[src/hdl/clwc_ram.sv]
module clwc_ram #(
   parameter int WIDTH = 8,
   parameter int DEPTH = 256,
   localparam int AW = $clog2(DEPTH)
) (
   input  logic             clock,
   input  logic             wr_en,
   input  logic [AW-1:0]    wr_addr,
   input  logic [WIDTH-1:0] wr_data,
   input  logic [AW-1:0]    rd_addr,
   output logic [WIDTH-1:0] rd_data
);

   logic [WIDTH-1:0] mem_ff [DEPTH];
   logic [WIDTH-1:0] rd_data_ff;

   // Write port and registered read port; a read of the address being written sees old data
   always_ff @(posedge clock) begin
      if (wr_en) begin
         mem_ff[wr_addr] <= wr_data;
      end
      rd_data_ff <= mem_ff[rd_addr];
   end

   assign rd_data = rd_data_ff;

endmodule

[config.mk]
export PLATFORM = sky130hd
export DESIGN_NAME = clwc_ram
export DESIGN_NICKNAME = d
export VERILOG_FILES = /design/src/hdl/clwc_ram.sv
export SDC_FILE = /design/constraint.sdc
export NUM_CORES = 2
export LEC_CHECK = 0
export ABC_AREA = 1
export BUFFER_PORTS_ARGS = -buffer_cell sky130_fd_sc_hd__buf_2
export CAP_MARGIN = 20
export CORE_MARGIN = 4
export CORE_UTILIZATION = 45
export CTS_CLUSTER_DIAMETER = 40
export DETAILED_ROUTE_END_ITERATION = 10
export GPL_TIMING_DRIVEN = 0
export MAX_ROUTING_LAYER = met4
export SLEW_MARGIN = 10
export SYNTH_ARGS = -nofsm -noshare
export SYNTH_HDL_FRONTEND = slang
export SYNTH_SLANG_ARGS = --single-unit
[constraint.sdc]
create_clock -name clock -period 2.25 [get_ports clock]
set_clock_uncertainty 0.15 [all_clocks]
set_input_delay 0.225 -clock clock [delete_from_list [all_inputs] [get_ports clock]]
set_output_delay 0.225 -clock clock [all_outputs]
set_load 0.1 [all_outputs]
* After elaboration in Yosys (flattened, before gate mapping)
Memory sizes are Yosys's and may differ from the RTL's. A register that Yosys moved wholly into a read port is not among the register bits.
Index checks and enable logic that the tools add are counted.
** Operators by class
- Multiplexer cells :: 2
** Operators with widths (number)
- $mux 1 :: 2
** Word-level totals
- RAM bits :: 2048
- Logic and storage cells :: 3
- Flip-flop bits (word level) :: 0
- Memories kept :: 1
- Output and inout bits :: 8
** Memory list
- mem_ff :: words 256, width 8, rd ports 1, clocked after Yosys merged registers in 1, write ports 1, RTL line 14 : logic [WIDTH-1:0] mem_ff [DEPTH];

* Depth between registers and ports, before layout
- Depth after elaboration :: 2
- Mapped depth :: 15

* Worst setup path before layout
Ideal clock, no wire load.
- Kind :: in2reg
- Start point :: in wr_en
- End point :: mem mem_ff[162][0], enable pin
- Path buffers :: 2
- Arrival :: 1.346 ns
- Required time :: 1.730 ns
- Stages :: 4
- Path slack :: 0.384 ns
- Path through :: clkbuf_1 nand3_1 clkbuf_1 nor2_1
** On the way
- Longest elaborated chain between the ends :: 2
** RTL lines
- from (decl) :: RTL line 7 : input logic wr_en,
- $mux 1 :: RTL line 19 : if (wr_en) begin
- $mux 1 (not written as such) :: RTL line 20 : mem_ff[wr_addr] <= wr_data;
- to (decl) :: RTL line 14
Every way passes these cells.

* Final worst setup path
- Start point :: in wr_addr[0]
- End point :: mem mem_ff[114][1], enable pin
** RTL lines
- from (decl) :: RTL line 8 : input logic [AW-1:0] wr_addr,
No word-level cell before the write port.

==> metrics.txt <==
# TYPE chip_impl_metric gauge
chip_impl_metric{name="path_max_fanout",unit=""} 10
chip_impl_metric{name="regToRegSetupSlack",unit="ps"} -100
chip_impl_metric{name="syn_inst",unit=""} 7003
chip_impl_metric{name="cts_buffers",unit=""} 300
chip_impl_info{name="failed_checks",value="setup timing"} 1
chip_impl_metric{name="drv.max_cap_violation_count",unit=""} 0
chip_impl_metric{name="finalWeightedCongestion",unit=""} 1.08
chip_impl_metric{name="post_detailed_route_via_to_cell_ratio",unit=""} 6.23
chip_impl_info{name="status",value="finished, violations left"} 1
chip_impl_metric{name="worst_slack",unit="ps"} -326
chip_impl_metric{name="layout.nets",unit=""} 7452
chip_impl_metric{name="grt_max_degree",unit=""} 149
chip_impl_metric{name="timing_max_transition_violations_final",unit=""} 0
chip_impl_metric{name="final_min_period_over_clock_period",unit=""} 1.14
chip_impl_metric{name="period_needed",unit="ps"} 2580
chip_impl_metric{name="global_route_wire_length_before_repair",unit="µm"} 480000
chip_impl_metric{name="cp_data_arrival_time",unit="ps"} 2960
chip_impl_info{name="classification_of_the_worst_setup_path",value="input pin to flip-flop"} 1
chip_impl_metric{name="finalSetupTns",unit="ps"} -18420
chip_impl_metric{name="overflow",unit=""} 0
chip_impl_metric{name="totalPowerFinal",unit="mW"} 96.3
chip_impl_metric{name="final_area",unit="µm²"} 98800
chip_impl_metric{name="crit_buf_inv",unit=""} 3
chip_impl_metric{name="clock.fmax",unit="MHz"} 388
chip_impl_info{name="worst_setup_path_end_kind",value="flip-flop"} 1
chip_impl_info{name="cp_delay_by_family_top",value="simple AND/OR/NAND/NOR gates"} 1
chip_impl_metric{name="row_count",unit=""} 157
chip_impl_metric{name="vias",unit=""} 63200
chip_impl_metric{name="gr-usage-met3",unit=""} 0.123
chip_impl_metric{name="grt_pass1_vias",unit=""} 57400
chip_impl_metric{name="floorplan.die_area",unit="µm²"} 192000
chip_impl_info{name="worst_hold_path_type",value="input pin to flip-flop"} 1
chip_impl_metric{name="drive_gt1_frac",unit=""} 0.147
chip_impl_info{name="tritoncts",value="yes"} 1
chip_impl_metric{name="layout-area-overhead-vs-synth",unit="%"} 18.5
chip_impl_metric{name="fillCellCount",unit=""} 15600
chip_impl_metric{name="placed_standard_cell_area",unit="µm²"} 87800
chip_impl_metric{name="placeableCoreArea",unit="µm²"} 184000
chip_impl_metric{name="design.portCount",unit=""} 34
chip_impl_metric{name="worst_slew_pin_tran",unit="ps"} 1290
chip_impl_metric{name="grt_util_met2",unit=""} 0.517
chip_impl_metric{name="chipWidth",unit="µm"} 438
chip_impl_metric{name="remaining_drc_errors",unit=""} 0
chip_impl_info{name="timing.critical_path.slowest_stage_cell",value="sky130_fd_sc_hd__nor2_2"} 1
chip_impl_metric{name="timing.reg2reg.worst_path_depth",unit=""} 10
chip_impl_info{name="layout_common_cells",value="2123 x sky130_fd_sc_hd__nand2_1, 2048 x sky130_fd_sc_hd__edfxtp_1, 2001 x sky130_fd_sc_hd__nand3_1"} 1
chip_impl_metric{name="hold_slack",unit="ps"} 12.7
chip_impl_metric{name="synth_area_per_cell",unit="µm²"} 11.9
chip_impl_info{name="crit_path_cell_trace",value="buf_2, inv_1, nand2_1, nor2_1, nand2_1, clkbuf_2, nor2_2"} 1
chip_impl_info{name="ctsRootBufferMaster",value="sky130_fd_sc_hd__clkbuf_16"} 1
chip_impl_metric{name="timing.slew.headroom",unit=""} 0.135
chip_impl_metric{name="start_util",unit=""} 0.454
chip_impl_metric{name="clk_pin_slew",unit="ps"} 50
chip_impl_metric{name="clock_sink_total",unit=""} 2056
chip_impl_metric{name="setup-violations-final",unit=""} 307
chip_impl_metric{name="drt-total-wl",unit="µm"} 361000
chip_impl_info{name="timing.rr.end",value="rd_data[1]"} 1
chip_impl_metric{name="post_cts_buffers",unit=""} 0
chip_impl_metric{name="grt_use_total",unit=""} 0.380
chip_impl_metric{name="cts_buffer_depth",unit=""} 4
chip_impl_info{name="timing.critical_path.from",value="wr_addr[0]"} 1
chip_impl_metric{name="port_buffers",unit=""} 26
chip_impl_metric{name="timing_hold_violations_final",unit=""} 0
chip_impl_metric{name="required",unit="ps"} 2630
chip_impl_metric{name="antenna_violations_before_repair",unit=""} 16
chip_impl_metric{name="synthesis.area",unit="µm²"} 83400
chip_impl_metric{name="ctsHtreeMaxLevel",unit=""} 5
chip_impl_info{name="grt_setup_unrepaired",value="true"} 1
chip_impl_metric{name="yosysWarnings",unit=""} 0
chip_impl_info{name="critPathCapture",value="mem_ff[114][1]"} 1
chip_impl_metric{name="synthesized_nets",unit=""} 7029
chip_impl_metric{name="ys_types",unit=""} 14
chip_impl_metric{name="detail_route_antenna_nets",unit=""} 0
chip_impl_metric{name="power.static_leakage",unit="nW"} 35.1
chip_impl_metric{name="die-height",unit="µm"} 438
chip_impl_metric{name="critical_path_depth",unit=""} 7
chip_impl_metric{name="pwr_density_cell",unit="nW/µm²"} 974
chip_impl_metric{name="worst_skew_pair_later_pin_latency",unit="ps"} 980
chip_impl_info{name="busiest_layer",value="met2"} 1
chip_impl_metric{name="drtIter0Drc",unit=""} 11700
chip_impl_metric{name="avgRoutedWirePerCell",unit="µm"} 35.6
chip_impl_info{name="crit_path_start_kind",value="input pin"} 1
chip_impl_metric{name="yosys_register_bits",unit=""} 2056
chip_impl_metric{name="groute.layer.met1.usage",unit=""} 0.502
chip_impl_metric{name="count_of_tritonroute_iterations_in_the_first_routing_pass",unit=""} 8
chip_impl_info{name="most_common_cell_after_layout_fill_and_taps_aside",value="sky130_fd_sc_hd__nand2_1"} 1
chip_impl_metric{name="cp_slowest_stage_delay",unit="ps"} 990
chip_impl_metric{name="ir_worst_vdd",unit="mV"} 0.928
chip_impl_metric{name="ys_seq_area_frac",unit=""} 0.739
chip_impl_metric{name="final_util",unit=""} 0.538
chip_impl_metric{name="place.detailed.hpwl",unit="µm"} 247000
chip_impl_info{name="critical_path.most_common_cell",value="sky130_fd_sc_hd__nand2_1"} 1
chip_impl_info{name="rr_startpoint",value="mem_ff[193][1]"} 1
[timing repair]
item                       in CTS  in global routing
setup endpoints to repair     216                437
hold buffers                   16                  3
hold endpoints to repair     1256                  4
pin swaps                       0                  0
gates resized for setup       151                130
[through the flow]
stage	cells	setup slack, ps
2_1_floorplan	7003	384
3_3_place_gp	9493	-3210
3_5_place_dp	9555	-1610
4_1_cts	10100	-111
5_1_grt	10100	-128
6_report	10100	-326
[power by group]
| part | internal (mW) | switching [mW] | leakage, nW | total [mW] |
|---|---|---|---|---|
| combinational | 1.38 | 5.46 | 11.8 | 6.84 |
| sequential | 42.2 | 0.0252 | 18.5 | 42.3 |
| clock | 29.1 | 18.0 | 4.80 | 47.2 |
| total | 72.8 | 23.5 | 35.1 | 96.3 |
[registers in the layout (all words and copies together) (netlist names)]
signal / count
mem_ff: 2048
rd_data: 8
[metal layers]
metal  vias up  routed length (µm)
li1      25800                   -
met4         0               24200
met2      5142              149000
met1     31100              136000
met5         -                   0
met3      1034               51800
[Yosys cell counts, drive strengths merged]
master  count  share of area
buf       371          0.024
edfxtp   2048           0.74
nand2    2123          0.096
clkbuf    112         0.0050
inv        39         0.0018
nand3    2019           0.12
dfxtp       8         0.0019
nor2      283          0.013
[worst reg2reg max path, delay by kind of cell (launching register included)]
family	cells	cell delay [ps]
AND/OR/NAND/NOR	10	1610
flip-flops	1	380
[cell type report]
cell class,count,area [µm²],share of cell area
Multi-Input combinational cell,4425,19600,0.198
Antenna cell,22,55.1,0.000557
Sequential cell,2056,61700,0.624
Clock inverter,182,2070,0.0210
Clock buffer,340,7840,0.0793
Inverter,39,149,0.00151
Timing Repair Buffer,121,1570,0.0159
Buffer,483,2830,0.0286
Tap cell,2464,3080,0.0312
[worst min-delay path by stage]
stage | startpoint | to | slack [ps] | cells after the start
after floorplan | wr_data[0] | mem_ff[0][0] | 170 | 0
after CTS | wr_addr[3] | mem_ff[162][7] | 2 | 6
after global routing | wr_addr[1] | mem_ff[146][7] | 3 | 5
after global placement | rd_data[6] | rd_data[6] | 630 | 1
final | wr_addr[3] | mem_ff[146][7] | 10 | 6
after detailed placement | wr_data[4] | mem_ff[99][4] | 490 | 1
[cell families (layout without fill, tap and decap cells)]
kind of cell           after synthesis  after routing  share of synthesized area
AND/OR/NAND/NOR                   4425           4425                      0.229
buffers and inverters              522           1165                     0.0312
flip-flops                        2056           2056                      0.739
other                                0             22                          0
Power figures use the tool's default switching activity.
