--- src/hdl/clwc_mod.sv ---
module clwc_mod #(
   parameter int DIVIDEND_BITS = 17,
   parameter int DIVISOR_BITS  = 9
) (
   input  logic                     clock,
   input  logic                     reset,
   input  logic                     start,
   input  logic [DIVIDEND_BITS-1:0] dividend,
   input  logic [DIVISOR_BITS-1:0]  divisor,
   output logic                     done,
   output logic [DIVISOR_BITS-1:0]  remainder
);

   localparam int CNT_BITS = $clog2(DIVIDEND_BITS + 1);

   logic                     busy_ff, busy_in;
   logic                     done_ff, done_in;
   logic [CNT_BITS-1:0]      cnt_ff, cnt_in;
   logic [DIVIDEND_BITS-1:0] dvd_ff, dvd_in;
   logic [DIVISOR_BITS-1:0]  dvs_ff, dvs_in;
   logic [DIVISOR_BITS-1:0]  rem_ff, rem_in;
   logic [DIVISOR_BITS:0]    trial;

   // Shift in one dividend bit and subtract the divisor where it fits
   assign trial = {rem_ff, dvd_ff[DIVIDEND_BITS-1]};

   always_comb begin
      busy_in = busy_ff;
      done_in = 1'b0;
      cnt_in  = cnt_ff;
      dvd_in  = dvd_ff;
      dvs_in  = dvs_ff;
      rem_in  = rem_ff;
      if (start) begin
         busy_in = 1'b1;
         cnt_in  = CNT_BITS'(DIVIDEND_BITS - 1);
         dvd_in  = dividend;
         dvs_in  = divisor;
         rem_in  = '0;
      end else if (busy_ff) begin
         dvd_in = dvd_ff << 1;
         if (trial >= {1'b0, dvs_ff}) begin
            rem_in = DIVISOR_BITS'(trial - {1'b0, dvs_ff});
         end else begin
            rem_in = trial[DIVISOR_BITS-1:0];
         end
         if (cnt_ff == '0) begin
            busy_in = 1'b0;
            done_in = 1'b1;
         end else begin
            cnt_in = cnt_ff - CNT_BITS'(1);
         end
      end
   end

   always_ff @(posedge clock) begin
      if (reset) begin
         busy_ff <= 1'b0;
         done_ff <= 1'b0;
      end else begin
         busy_ff <= busy_in;
         done_ff <= done_in;
      end
   end

   always_ff @(posedge clock) begin
      cnt_ff <= cnt_in;
      dvd_ff <= dvd_in;
      dvs_ff <= dvs_in;
      rem_ff <= rem_in;
   end

   assign done      = done_ff;
   assign remainder = rem_ff;

   a_start_idle: assert property (@(posedge clock) disable iff (reset)
      start |-> !busy_ff)
      else $error("remainder unit restarted while busy");

   a_rem_below: assert property (@(posedge clock) disable iff (reset)
      done_ff |-> rem_ff < dvs_ff)
      else $error("remainder not below divisor");

   a_done_end: assert property (@(posedge clock) disable iff (reset)
      done_ff |-> $past(busy_ff) && !busy_ff)
      else $error("done without a finished division");

endmodule

--- config.mk ---
export PLATFORM = sky130hd
export DESIGN_NAME = clwc_mod
export DESIGN_NICKNAME = d
export VERILOG_FILES = /design/src/hdl/clwc_mod.sv
export SDC_FILE = /design/constraint.sdc
export NUM_CORES = 1
export LEC_CHECK = 0
export ABC_AREA = 1
export BUFFER_PORTS_ARGS = -buffer_cell sky130_fd_sc_hd__buf_2
export CORE_ASPECT_RATIO = 1.25
export CORE_MARGIN = 8
export CORE_UTILIZATION = 35
export CTS_CLUSTER_SIZE = 14
export DETAILED_ROUTE_END_ITERATION = 8
export GPL_ROUTABILITY_DRIVEN = 0
export GPL_TIMING_DRIVEN = 0
export PLACE_DENSITY = 0.52
export SETUP_SLACK_MARGIN = 0.02
export SLEW_MARGIN = 20
export SYNTH_ARGS = -nofsm -noshare
export SYNTH_HDL_FRONTEND = slang
export SYNTH_SLANG_ARGS = --single-unit
--- constraint.sdc ---
create_clock -name clock -period 4.22 [get_ports clock]
set_clock_uncertainty 0.1 [all_clocks]
set_input_delay 0.422 -clock clock [delete_from_list [all_inputs] [get_ports clock]]
set_output_delay 0.422 -clock clock [all_outputs]
set_load 0.01 [all_outputs]
* Word-level counts from Yosys, hierarchy flattened
Cells that the tools add are included.
** Word-level totals
- Flip-flop bits (word level) :: 42
- Bits of input ports :: 29
- Logic and storage cells :: 22
- Output and inout port bits :: 10
** Operators by class
- Bitwise operators :: 2
- Add/subtract/negate cells :: 2
- Order comparisons :: 1
- Multiplexer cells :: 7
- Reductions and logical operators :: 4
** Operator list (count)
- $mux W17 :: 2
- $ge A10 B9 Y1 :: 1
- $mux W9 :: 1
- $sub A9 B9 Y9 :: 1
- $logic_not A5 Y1 :: 1
- $sub A5 B1 Y5 const B :: 1
- $mux W1 :: 4
- $reduce_or A3 Y1 :: 1
- $not A1 Y1 :: 2
- $reduce_and A2 Y1 :: 1
- $reduce_bool A2 Y1 :: 1

* Depth between registers and ports, before layout
Gate-level depths: netlist of run 1.
- Word-level depth :: 4
- Mapped depth :: 13
- Gate-level depth less buffers :: 13

* Least setup slack after synthesis of run 1
OpenSTA, ideal clock, no wires.
- Path type :: reg2reg
- From :: register dvd_ff[16]
- To :: register rem_ff[0] (netlist: remainder[0])
- Period minus slack after synthesis :: 1.913 ns
- Setup slack :: 2.307 ns
- Buffers on the path :: 1
- Data required time :: 3.979 ns
- Stages on the path, launching flop included :: 14
- Library setup time :: 0.141 ns
- Arrival time :: 1.672 ns
- Cells stage by stage :: edfxtp_1 > inv_1 > ha_1 > inv_1 > fa_1 > nand2_1 > nand2_2 > nand3_2 > nand2_2 > nand2_1 > buf_4 > nand3_1 > nand3_1 > o21ai_0
** Between the ends
- Word-level cells in the longest chain between the ends :: 2
- Elaborated cells on any way between the ends :: 3
- Those cells by class :: add/sub: 1; order compare: 1; mux: 1
** RTL lines
- from (decl) :: line 19 : logic [DIVIDEND_BITS-1:0] dvd_ff, dvd_in;
- from (signal assigned) :: line 68 : dvd_ff <= dvd_in;
- $sub A9 B9 Y9 or $ge A10 B9 Y1 (tied branches) :: line 43, 42
- $mux W9 (*) :: line 42 : if (trial >= {1'b0, dvs_ff}) begin
- to (signal assigned) :: line 70 : rem_ff <= rem_in;
- to (decl) :: line 21 : logic [DIVISOR_BITS-1:0] rem_ff, rem_in;
Mark *: on every way between the ends. The rest lies on a longest branch, timed or not.
A chain may end at the register's enable or synchronous reset.

* Worst setup path in the final report of run 1
Ends and elaborated chain as after synthesis.

==> flow_metrics.env, run 1 <==
export IMPL_synth_area_leaders="edfxtp_1, nand2_1, dfxtp_1"
export IMPL_syn2layout_area_growth_pct=19.6
export IMPL_use_met2_pct=19.5
export IMPL_ys_ff_latch=42
export IMPL_initial_core_util_pct=35.8
export IMPL_dp_hpwl_mm=3.59
export IMPL_synthAdderAreaFrac_pct=6.61
export IMPL_cap_violations=0
export IMPL_synth_seq_area_share_pct=50.2
export IMPL_setup_viol=0
export IMPL_p_leak_nw=1.36
export IMPL_stdcell_area_um2=2620
export IMPL_cts_tree="done"
export IMPL_start_kind="flip-flop"
export IMPL_crit_path_cell_trace="inv_1 > ha_1 > inv_1 > fa_1 > nand2_1 > nand2_2 > nand3_2 > nand2_2 > nand2_1 > buf_4 > nand3_1 > nand3_1 > o21ai_0"
export IMPL_port_buffers=38
export IMPL_swShare_pct=24.4
export IMPL_yosys_warnings=0
export IMPL_p_int_uw=768
export IMPL_coreArea_um2=6130
export IMPL_antenna_found_initial=0
export IMPL_die_area_um2=9080
export IMPL_grt_pass1_wl_mm=8.05
export IMPL_synth_top_family_by_area="simple AND/OR/NAND/NOR gates"
export IMPL_drt_iter0_drc=63
export IMPL_end_kind="flip-flop"
export IMPL_synth_compound_area_share_pct=3.19
export IMPL_grt_pass1_vias=1820
export IMPL_mostFrequentLayoutCells="nand2_1, inv_1, buf_2"
export IMPL_via_per_inst=4.41
export IMPL_placed_area_um2=2490
export IMPL_fp_row_count=32
export IMPL_pwr_density_cell_nw_per_um2=387
export IMPL_synth_nets=312
export IMPL_post_place_ws_ns=1.93
export IMPL_cp_num_buf_inv=3
export IMPL_grt_overflow_total=0
export IMPL_p_sw_uw=247
export IMPL_synthCells=272
export IMPL_wl_mm=4.80
export IMPL_slew_headroom_pct=50.0
export IMPL_clock_fmax_mhz=468
export IMPL_max_stage_delay_ns=0.40
export IMPL_clockBufferDepth=2
export IMPL_rsz0062_at_grt="no"
export IMPL_outcome="finished clean"
export IMPL_ant_nets=0
export IMPL_fin_ws_ns=2.08
export IMPL_synth_area_um2=2190
export IMPL_die_y_um=105
export IMPL_crit_family="simple AND/OR/NAND/NOR gates"
export IMPL_clk_latency_ns=0.29
export IMPL_drive_above_1_share_pct=17.3
export IMPL_avgSynthCellArea_um2=8.07
export IMPL_crit_required_ns=4.27
export IMPL_drc=0
export IMPL_irDropWorstVdd_mv=0.155
export IMPL_synth_top_area_share_pct=35.6
export IMPL_diodes=0
export IMPL_clkSlewWorstSetupHoldPaths_ns=0.08
export IMPL_p_seq_share_pct=48.1
export IMPL_yosys_area_share_simple_pct=29.5
export IMPL_maxSlewViolCount=0
export IMPL_worstMarginPinSlew_ns=0.749
export IMPL_cp_max_fo=10
export IMPL_synth_area_leader_cell="edfxtp_1"
export IMPL_period_share_pct=50.7
export IMPL_htree_num_levels=2
export IMPL_grt_max_degree=21
export IMPL_met1_usage_pct=12.2
export IMPL_share_comb_of_total_power_pct=15.0
export IMPL_finalSetupTns_ns=0
export IMPL_muxShareOfSynthArea_pct=0
export IMPL_nNetsFinal=357
export IMPL_clockPowerShare_pct=36.9
export IMPL_synth_cell_type_count=22
export IMPL_hp_class="input pin to flip-flop"
export IMPL_root_buffer="clkbuf_8"
export IMPL_first_pass_iters=4
export IMPL_postCtsSetupBuffers=0
export IMPL_postCtsHoldBufs=0
export IMPL_use_met3_pct=3.45
export IMPL_finalHoldViolations=0
export IMPL_ios=39
export IMPL_synthXorXnorAreaFrac_pct=1.60
export IMPL_numClockSinks=42
export IMPL_power_mw=1.02
export IMPL_num_vias=1777
export IMPL_grt_total_usage_pct=11.2
export IMPL_ctsResizeCount=0
export IMPL_worstPathArrival_ns=2.18
export IMPL_critical_path_class="flip-flop to flip-flop"
export IMPL_layout_commonest_cell="nand2_1"
export IMPL_cpMaxStageDelayCell="fa_1"
export IMPL_grt_busiest_layer="met2"
export IMPL_die_x_um=86.8
export IMPL_period_needed_ns=2.14
export IMPL_wl_per_cell_um=11.9
export IMPL_cts_buffers_inserted=5
-- state kept, by name, summed over array words and instances (netlist names) --
signal,flops
busy_ff,1
remainder,9
dvd_ff,17
dvs_ff,9
done,1
cnt_ff,5
-- layout make-up --
cell class / instances / area [µm²]
buffer: 6 / 33.8
clock buffer: 5 / 68.8
clock inverter: 3 / 63.8
fill: 653 / 3500
inverter: 43 / 161
multi-input combinational: 181 / 898
sequential: 42 / 1100
tap: 85 / 106
timing repair buffer: 38 / 190
-- path summary, 6_finish.rpt --
path | startpoint | end | slack, ns | depth (start not counted)
hold / removal | divisor[8] | dvs_ff[8] | 0.20 | 1
setup reg to reg | dvd_ff[16] | remainder[0] | 2.08 | 13
hold reg to reg | cnt_ff[4] | cnt_ff[4] | 0.35 | 2
setup / recovery | dvd_ff[16] | remainder[0] | 2.08 | 13
-- cells in the mapped netlist --
cell type	count
buf_4	1
nor4_1	1
xnor2_1	2
buf_6	1
nor3_1	2
nand3_1	24
nor2_2	2
fa_1	1
inv_1	43
dfxtp_1	16
edfxtp_1	26
xor2_1	2
o21ai_0	4
nor2_1	7
nand3b_1	4
nand3_2	2
nand2_1	106
o21ai_1	1
a21oi_1	9
clkbuf_1	4
ha_1	10
nand2_2	4
-- through the flow --
stage	cells	utilization, %	hold slack (ns)
after floorplan	272	-	0.318
after global placement	395	40.7	0.333
after detailed placement	395	40.7	0.333
after CTS	403	42.8	0.189
after global routing	403	42.8	0.179
final	403	42.8	0.201
-- power by group through the flow --
stage	Sequential (mW)	Combinational, mW	Clock, mW
after global routing	0.492	0.177	0.402
after global placement	0.497	0.152	0
after CTS	0.489	0.155	0.387
after detailed placement	0.498	0.154	0
final	0.488	0.153	0.375
after floorplan	0.496	0.108	0
-- layer usage --
layer | wire length [µm] | share of wire (%)
met5 | 0 | 0
met4 | 55 | 1.1
met3 | 224 | 4.7
met2 | 2400 | 50
met1 | 2120 | 44
-- kinds of logic after synthesis --
kind of cell / count (synthesis)
DFF: 42
adders and majority gates: 11
AOI/OAI and AO/OA: 14
xor gates and xnor gates: 4
buffers and inverters: 49
and+or+nand+nor: 152
Power figures use the tool's default switching activity.
==> inputs of run 2 (changes only) <==
- PLACE_DENSITY: 0.52 -> 0.54
- clock period: 4.22 -> 1.7 ns (I/O delays scaled with it)
==> run 2 against run 1 <==
Compared with the run above: the run now ends with setup timing left; cell count rose by 5.0%; combinational power rose to 3.0 times the previous value; die area did not move; maximum frequency rose by 9.1%; highest routed layer unchanged; worst setup slack got worse by 2.3 ns; hold slack got worse by 0.16 ns; sequential share of layout area fell by 3.9 points; sequential power rose to 2.5 times the previous value; via count rose by 6.0%; critical path depth did not move; first-iteration DRC count fell by 17%.
==> flow_metrics.env, run 2 (same netlist as run 1, synthesis figures left out) <==
export IMPL_outcome="finished, violations left"
export IMPL_violations="setup timing"
export IMPL_first_pass_iters=4
export IMPL_pwr_density_cell_nw_per_um2=811
export IMPL_maxSlewViolCount=0
export IMPL_crit_required_ns=1.78
export IMPL_grt_max_degree=15
export IMPL_initial_core_util_pct=35.8
export IMPL_grt_pass1_vias=1913
export IMPL_setup_viol=9
export IMPL_top_register="dvd_ff"
export IMPL_p_leak_nw=1.48
export IMPL_die_area_um2=9080
export IMPL_drc=0
export IMPL_diodes=0
export IMPL_finalHoldViolations=0
export IMPL_wl_mm=5.09
export IMPL_cts_tree="done"
export IMPL_hp_class="input pin to flip-flop"
export IMPL_clockBufferDepth=2
export IMPL_port_buffers=38
export IMPL_multiInputGateArea_um2=996
export IMPL_placed_area_um2=2530
export IMPL_rsz0062_at_grt="yes"
export IMPL_htree_num_levels=2
export IMPL_root_buffer="clkbuf_8"
export IMPL_cp_max_fo=5
export IMPL_p_int_mw=1.70
export IMPL_nNetsFinal=378
export IMPL_regArea_um2=1100
export IMPL_clock_fmax_mhz=510
export IMPL_die_x_um=86.8
export IMPL_numClockSinks=42
export IMPL_worst_hold_slack_ns=0.0397
export IMPL_critical_path_class="flip-flop to flip-flop"
export IMPL_grt_total_usage_pct=11.7
export IMPL_syn2layout_area_growth_pct=31.6
export IMPL_drive_above_1_share_pct=25.1
export IMPL_fin_util_pct=47.2
export IMPL_cap_violations=0
export IMPL_worstHoldPathCells=3
export IMPL_swShare_pct=27.4
export IMPL_p_sw_uw=641
export IMPL_clockPowerShare_pct=28.5
export IMPL_worstMarginPinSlew_ns=0.546
export IMPL_num_vias=1883
export IMPL_antenna_found_initial=0
export IMPL_via_per_inst=4.45
export IMPL_dp_hpwl_mm=3.55
export IMPL_r2r_end="remainder[0]"
export IMPL_period_share_pct=115
export IMPL_wl_per_cell_um=12.0
export IMPL_start_kind="flip-flop"
export IMPL_fillers=640
export IMPL_drt_iter0_drc=52
export IMPL_largest_reg_flops=17
export IMPL_rrSetupSlack_ns=-0.26
export IMPL_irDropWorstVdd_mv=0.485
export IMPL_clk_latency_ns=0.29
export IMPL_share_comb_of_total_power_pct=19.7
export IMPL_stdcell_area_um2=2890
export IMPL_fin_ws_ns=-0.260
export IMPL_fp_row_count=32
export IMPL_end_kind="flip-flop"
export IMPL_post_place_ws_ns=-0.327
export IMPL_mostFrequentLayoutCells="nand2_1, inv_1, buf_2"
export IMPL_period_needed_ns=1.96
export IMPL_slew_headroom_pct=63.5
export IMPL_clkSlewWorstSetupHoldPaths_ns=0.08
export IMPL_cts_buffers_inserted=5
export IMPL_ios=39
export IMPL_min_from="dividend[0]"
export IMPL_ant_nets=0
export IMPL_worstPathArrival_ns=2.04
export IMPL_rr_worst_depth=13
export IMPL_layout_commonest_cell="nand2_1"
export IMPL_grt_pass1_wl_mm=8.51
export IMPL_grt_overflow_total=0
export IMPL_p_seq_share_pct=51.9
export IMPL_die_y_um=105
export IMPL_r2r_start="dvd_ff[16]"
export IMPL_coreArea_um2=6130
export IMPL_whs_endpoint="dvd_ff[0]"
[run 2: cell types whose count changed in the layout (fill, tap and decap cells not counted), moves of 2 or more]
cell	delta
dlygate4sd3_1	+10
buf_4	+8
nand3_1	-8
nand3_2	+8
inv_1	-4
o21ai_0	-4
inv_2	+3
o21ai_1	+3
bufinv_16	-2
clkinvlp_4	+2
nand2_1	-2
nor2_1	-2
[run 2: what timing repair did]
item	4_1_cts	5_1_grt
resized for setup	10	10
cloned	2	0
setup buffers	7	2
pin swaps	4	5
setup endpoints to repair	26	13
endpoints found under the hold margin	11	0
hold buffers	10	0
[run 2: how the worst max path moves through the flow]
| stage | slack, ns | endpoint | cells past startpoint | from |
|---|---|---|---|---|
| floorplan | -0.10 | remainder[0] | 13 | dvd_ff[16] |
| global placement | -0.34 | dvd_ff[9] | 3 | start |
| detailed placement | -0.33 | dvd_ff[11] | 3 | start |
| CTS | -0.20 | remainder[2] | 13 | dvd_ff[16] |
| global route | -0.36 | remainder[6] | 13 | dvd_ff[16] |
| finish | -0.26 | remainder[0] | 13 | dvd_ff[16] |
[run 2: through the flow]
step / total power [mW] / std cells / TNS, ns
2_1_floorplan: 1.51 / 272 / -0.864
3_3_place_gp: 1.62 / 395 / -8.11
3_5_place_dp: 1.63 / 395 / -7.95
4_1_cts: 2.34 / 421 / -1.62
5_1_grt: 2.47 / 423 / -3.16
6_report: 2.34 / 423 / -2.12
[run 2: area by class of cell]
type	instances	share of cell area [%]
plain buffers	6	1.43
repair inverters	1	0.260
multi-input cells	181	34.5
well taps	85	3.68
inverters	43	5.72
repair buffers	58	13.3
clock buffers	7	2.99
flip-flops and latches	42	38.1
[run 2: power by group through the flow]
stage / clock (mW) / combinational [mW] / sequential, mW
final: 0.667 / 0.461 / 1.22
after global routing: 0.715 / 0.524 / 1.23
after CTS: 0.683 / 0.446 / 1.22
after detailed placement: 0 / 0.394 / 1.24
after global placement: 0 / 0.388 / 1.24
after floorplan: 0 / 0.277 / 1.23
[run 2: worst max-delay path, stage by stage, from the launching register on]
cell	delay, ns
edfxtp_1	0.38
inv_2	0.09
ha_4	0.12
inv_2	0.04
fa_2	0.37
nand2_2	0.08
nand2_2	0.06
nand3_2	0.08
nand2_2	0.08
nand2_4	0.13
buf_8	0.14
nand3_2	0.07
nand3_2	0.07
o21ai_2	0.05
[run 2: routing by layer]
metal  vias up  GRT usage, %  routed length [µm]
li1        987             -                   -
met1       849          13.3                2170
met2        40          20.0                2570
met3         7          3.61                 263
met4         0          4.20                  83
met5         -             0                   0
